`config.mk`:
```
export PLATFORM = sky130hd
export DESIGN_NAME = drcr_ctrl
export DESIGN_NICKNAME = d
export VERILOG_FILES = /design/src/hdl/drcr_pkg.sv /design/src/hdl/drcr_ctrl.sv
export SDC_FILE = /design/constraint.sdc
export NUM_CORES = 1
export LEC_CHECK = 0
export BUFFER_PORTS_ARGS = -buffer_cell sky130_fd_sc_hd__buf_2
export CORE_AREA = 2 2 39 41
export CTS_BUF_LIST = sky130_fd_sc_hd__clkbuf_8
export CTS_CLUSTER_SIZE = 10
export DETAILED_ROUTE_END_ITERATION = 16
export DIE_AREA = 0 0 41 43
export SLEW_MARGIN = 20
export SYNTH_ARGS = -nofsm -noshare
export SYNTH_HDL_FRONTEND = slang
export SYNTH_SLANG_ARGS = --single-unit
```
`constraint.sdc`:
```
create_clock -name clk -period 1.7 [get_ports clk]
set_input_delay 0.255 -clock clk [delete_from_list [all_inputs] [get_ports clk]]
set_output_delay 0.255 -clock clk [all_outputs]
set_load 0.02 [all_outputs]
```
`src/hdl/drcr_pkg.sv`:
```
// shared types, field widths and codes of the replacement-policy block
package drcr_pkg;

  // field widths of the transfer payloads
  localparam int SET_IN_W   = 11;
  localparam int WAY_IN_W   = 4;
  localparam int VICTIM_W   = 4;
  localparam int PSEL_OUT_W = 10;

  // re-reference prediction values
  localparam int          RRPV_W    = 2;
  localparam logic [1:0]  RRPV_FAR  = 2'd3;
  localparam logic [1:0]  RRPV_LONG = 2'd2;
  localparam logic [1:0]  RRPV_HIT  = 2'd0;

  // operation codes
  localparam logic OP_QUERY  = 1'b0;
  localparam logic OP_UPDATE = 1'b1;

  typedef struct packed {
    logic                operation;
    logic [SET_IN_W-1:0] set_index;
    logic [WAY_IN_W-1:0] way_index;
    logic                hit_flag;
    logic                had_victim;
  } in_item_t;

  typedef struct packed {
    logic [VICTIM_W-1:0]   victim_way;
    logic                  used_lip;
    logic [PSEL_OUT_W-1:0] psel_value;
  } out_item_t;

  typedef enum logic [1:0] {
    ST_CLEAR,
    ST_IDLE,
    ST_READ,
    ST_EXEC
  } drcr_state_t;

  // controller to datapath
  typedef struct packed {
    logic clear;
    logic capture;
    logic read;
    logic commit;
  } drcr_cmd_t;

  // datapath to controller
  typedef struct packed {
    logic clear_last;
  } drcr_sts_t;

endpackage

```
`src/hdl/drcr_ctrl.sv`:
```
// sequencing state machine: clearing pass, capture, row read, execute
module drcr_ctrl import drcr_pkg::*; (
  input  logic      clk,
  input  logic      rst_n,
  input  logic      in_valid,
  output logic      in_stall,
  output logic      out_valid,
  input  logic      out_stall,
  output drcr_cmd_t cmd,
  input  drcr_sts_t sts
);

  drcr_state_t state_r, state_nxt;
  logic        out_valid_r, out_valid_nxt;

  // state and result-valid registers
  always_ff @(posedge clk) begin
    if (!rst_n) begin
      state_r     <= ST_CLEAR;
      out_valid_r <= 1'b0;
    end else begin
      state_r     <= state_nxt;
      out_valid_r <= out_valid_nxt;
    end
  end

  // next state and commands
  always_comb begin
    state_nxt = state_r;
    cmd       = '0;
    unique case (state_r)
      ST_CLEAR: begin
        cmd.clear = 1'b1;
        if (sts.clear_last) begin
          state_nxt = ST_IDLE;
        end
      end
      ST_IDLE: begin
        if (in_valid) begin
          cmd.capture = 1'b1;
          state_nxt   = ST_READ;
        end
      end
      ST_READ: begin
        cmd.read  = 1'b1;
        state_nxt = ST_EXEC;
      end
      ST_EXEC: begin
        // hold until the result register is free
        if (!out_valid_r || !out_stall) begin
          cmd.commit = 1'b1;
          state_nxt  = ST_IDLE;
        end
      end
      default: state_nxt = ST_CLEAR;
    endcase
  end

  // result register occupancy
  always_comb begin
    priority if (cmd.commit) begin
      out_valid_nxt = 1'b1;
    end else if (out_valid_r && !out_stall) begin
      out_valid_nxt = 1'b0;
    end else begin
      out_valid_nxt = out_valid_r;
    end
  end

  assign in_stall  = (state_r != ST_IDLE);
  assign out_valid = out_valid_r;

endmodule

```
==> impl_metrics.py <==
metrics = {
    "die": {
        "floorplan.die.width_um": 41,
        "placementRows": 14,
        "die_h_um": 43,
        "die_area_mm2": 0.00176,
        "initial_core_util_pct": 15.2,
        "floorplan.core_area_mm2": 0.00138,
        "io_pins": 11,
    },
    "grt": {
        "global_route_wire_length_before_repair_um": 731,
        "grt_usage_pct": 6.91,
        "gr_util_met1_pct": 6.07,
        "busiest_grt_layer": "met2",
        "grt_util_met2_pct": 10.0,
        "largest_net_degree_at_the_start_of_global_routing": 6,
        "grt_pass1_vias": 193,
        "gr-usage-met3_pct": 3.14,
        "grt-ovfl-total": 0,
        "antenna_found_initial": 0,
    },
    "logic_synthesis": {
        "synthesized_area_fraction_occupied_by_adder_cells_pct": 23.8,
        "compound_gate_fraction_of_synth_area_pct": 8.33,
        "post-synth-top-area-cell": "dfxtp_1",
        "post_synthesis_share_of_cell_area_spent_on_and_or_nand_and_nor_gates_pct": 17.3,
        "ys_dominant_reg_cell": "dfxtp_1",
        "post_synth.cell_area_avg_um2": 8.76,
        "synthesis.area_um2": 210,
        "synthCells": 24,
        "synth-warning-count": 0,
        "post_synth_edffs": 0,
        "synthMostInstantiatedCell": "inv_1",
        "seq_area_frac_synth_pct": 28.6,
        "syn_nets": 33,
        "synth_top_area_share_pct": 28.6,
        "synthDistinctLibCells": 11,
        "ys_async_sr_fraction_pct": 0,
        "synth_common_cells": "inv_1, ha_1, nand2_1, dfxtp_1, mux2i_1",
        "synth_xor_xnor_area_share_pct": 0,
        "postSynthRegisterBits": 3,
        "dominant_combinational_cell_family_by_area_after_synthesis": "adder cells",
        "muxShareOfSynthArea_pct": 9.52,
        "top_cells_by_area_in_the_synthesized_netlist": "dfxtp_1, ha_1, mux2i_1, inv_1, nand2_1",
    },
    "critical_path": {
        "critical_path.max_fanout": 4,
        "crit-reg2reg-launch": "state_r[0]$_SDFFE_PN0P_",
        "cp_data_arrival_time_ns": 1.57,
        "worstReg2RegEnd": "state_r[0]$_SDFFE_PN0P_",
        "timing.critical_path.required_ns": 1.84,
        "worst_setup_path_end_kind": "flop",
        "reg_to_reg_setup_timing_slack_ns": 0.26,
        "start_kind": "flop",
        "criticalPathCategory": "reg -> reg",
        "rr_worst_depth": 4,
    },
    "finish": {
        "area_growth_pct": 51.2,
        "stdcell_area_um2": 318,
        "final_layout_size_suffix_gt1_share_pct": 40.5,
        "multi_input_comb_area_um2": 124,
        "fill_cells": 162,
        "design.final.nets": 47,
        "n_antenna_cell": 0,
        "footprint_of_the_flip_flops_and_latches_um2": 60.1,
    },
    "placement": {
        "detailedPlacementHpwl_um": 325,
        "placed_area_um2": 273,
        "io_buffer_count": 10,
        "routabilityCongestion": 0.657,
    },
    "route": {
        "avgViaCountPerCell": 3.66,
        "detail_route.drc_violations": 0,
        "initialDrtViolationCount": 2,
        "post_drt_wl_per_cell_um": 7.94,
        "drt_pre_antenna_iters": 4,
        "totalWireLength_um": 421,
        "via_count": 194,
        "drt.antenna.violating_nets": 0,
    },
    "sta": {
        "hold_viol": 0,
        "grt_setup_unrepaired": "no",
        "finalMaxSlewViolations": 0,
        "fin_crit_sh_pct": 84.5,
        "fmaxAchievable_mhz": 696,
        "headroom_to_the_max_slew_limit_pct": 68.7,
        "worst_slew_pin_slew_ns": 0.470,
        "layout_min_cycle_time_ns": 1.44,
        "finalClockSkew_ns": 0.000608,
        "setup_viol_count_final": 0,
        "timing.setup.tns_ns": 0,
    },
    "run": {
        "drv.max_cap_violation_count": 0,
    },
    "status": {
        "result_of_the_run": "finished, final reports clean",
    },
    "clock_tree": {
        "postCtsSetupBuffers": 0,
        "tritoncts_clock_tree": "done",
        "cts.root.buffer_cell": "clkbuf_8",
        "cts.hold.buffers_added": 0,
        "tritoncts_num_sinks": 3,
        "cts_repair_resize_count": 0,
        "numCtsBuffers": 3,
        "clock_tree.buffer_depth": 2,
        "insertion_delay_ns": 0.21,
        "clkTransAtPathRegs_ns": 0.03,
        "htreeDepth": 1,
    },
    "hold_path": {
        "hold_depth": 2,
        "whs_endpoint": "out_valid$_SDFFE_PN0P_",
        "min-delay-path-class": "in -> reg",
        "hp-start": "rst_n",
    },
    "power": {
        "power_density_mw_per_mm2": 1590,
        "irDropWorstVdd_mv": 0.287,
        "leakagePower_nw": 0.181,
    },
}
[critical path, cell delays in order (launching register included)]
cell	delay [ns]
dfxtp_1	0.37
inv_1	0.08
ha_1	0.21
a222oi_1	0.47
mux2i_1	0.24
[per-layer routing]
metal,vias up,routed length (µm),part of all wire [%]
met5,-,0,0
met4,0,7,1.7
met3,2,48,11
met2,8,214,51
met1,85,150,36
li1,99,-,-
[through the flow]
step | power, mW | setup WS, ns | hold WS, ns | instances | util [%]
6_report | 0.504 | 0.264 | 0.322 | 53 | 23.0
5_1_grt | 0.547 | 0.107 | 0.341 | 53 | 23.0
4_1_cts | 0.512 | 0.249 | 0.326 | 53 | 23.0
3_5_place_dp | 0.313 | 0.255 | 0.506 | 49 | 19.7
3_3_place_gp | 0.312 | 0.284 | 0.494 | 49 | 19.7
2_1_floorplan | 0.264 | 0.246 | 0.372 | 24 | -
[worst max-delay path by stage]
stage / cells after the start / to / start / slack, ns
global placement: 4 / state_r[0]$_SDFFE_PN0P_ / state_r[0]$_SDFFE_PN0P_ / 0.28
global route: 4 / state_r[0]$_SDFFE_PN0P_ / state_r[0]$_SDFFE_PN0P_ / 0.11
detailed placement: 4 / state_r[1]$_SDFFE_PN0P_ / state_r[0]$_SDFFE_PN0P_ / 0.26
floorplan: 4 / state_r[0]$_SDFFE_PN0P_ / state_r[0]$_SDFFE_PN0P_ / 0.25
finish: 4 / state_r[0]$_SDFFE_PN0P_ / state_r[0]$_SDFFE_PN0P_ / 0.26
CTS: 4 / state_r[1]$_SDFFE_PN0P_ / state_r[0]$_SDFFE_PN0P_ / 0.25
[cells in the final DEF, fill, tap and decap left out]
cell	instances
ha_1	4
and2_4	1
inv_1	6
a222oi_1	1
nand2_1	4
mux2i_1	2
o21a_1	1
nor2_1	1
and2b_2	1
buf_2	10
dfxtp_1	3
clkbuf_8	3
[state kept, by name, indices dropped and copies added (netlist names)]
register,cells
out_valid,1
state_r,2
[layout make-up]
type                       instances  share of cell area (%)
inverter                           5                    5.91
tap                               16                    6.30
multi-input combinational         15                    39.0
clock buffer                       3                    13.0
sequential                         3                    18.9
clock inverter                     1                    1.18
timing repair buffer              10                    15.7
[cells by family after synthesis]
family,count (synthesis)
AND/OR/NAND/NOR,7
flip-flops,3
adder cells (fa/ha/maj),4
buffers and inverters,6
multiplexers,2
AO/OA/AOI/OAI,2
[power breakdown]
group / switching (mW) / internal [mW]
Sequential: 0.0191 / 0.0908
Combinational: 0.119 / 0.0800
Clock: 0.0419 / 0.153
No activity file was read; power rests on OpenSTA's default activity.
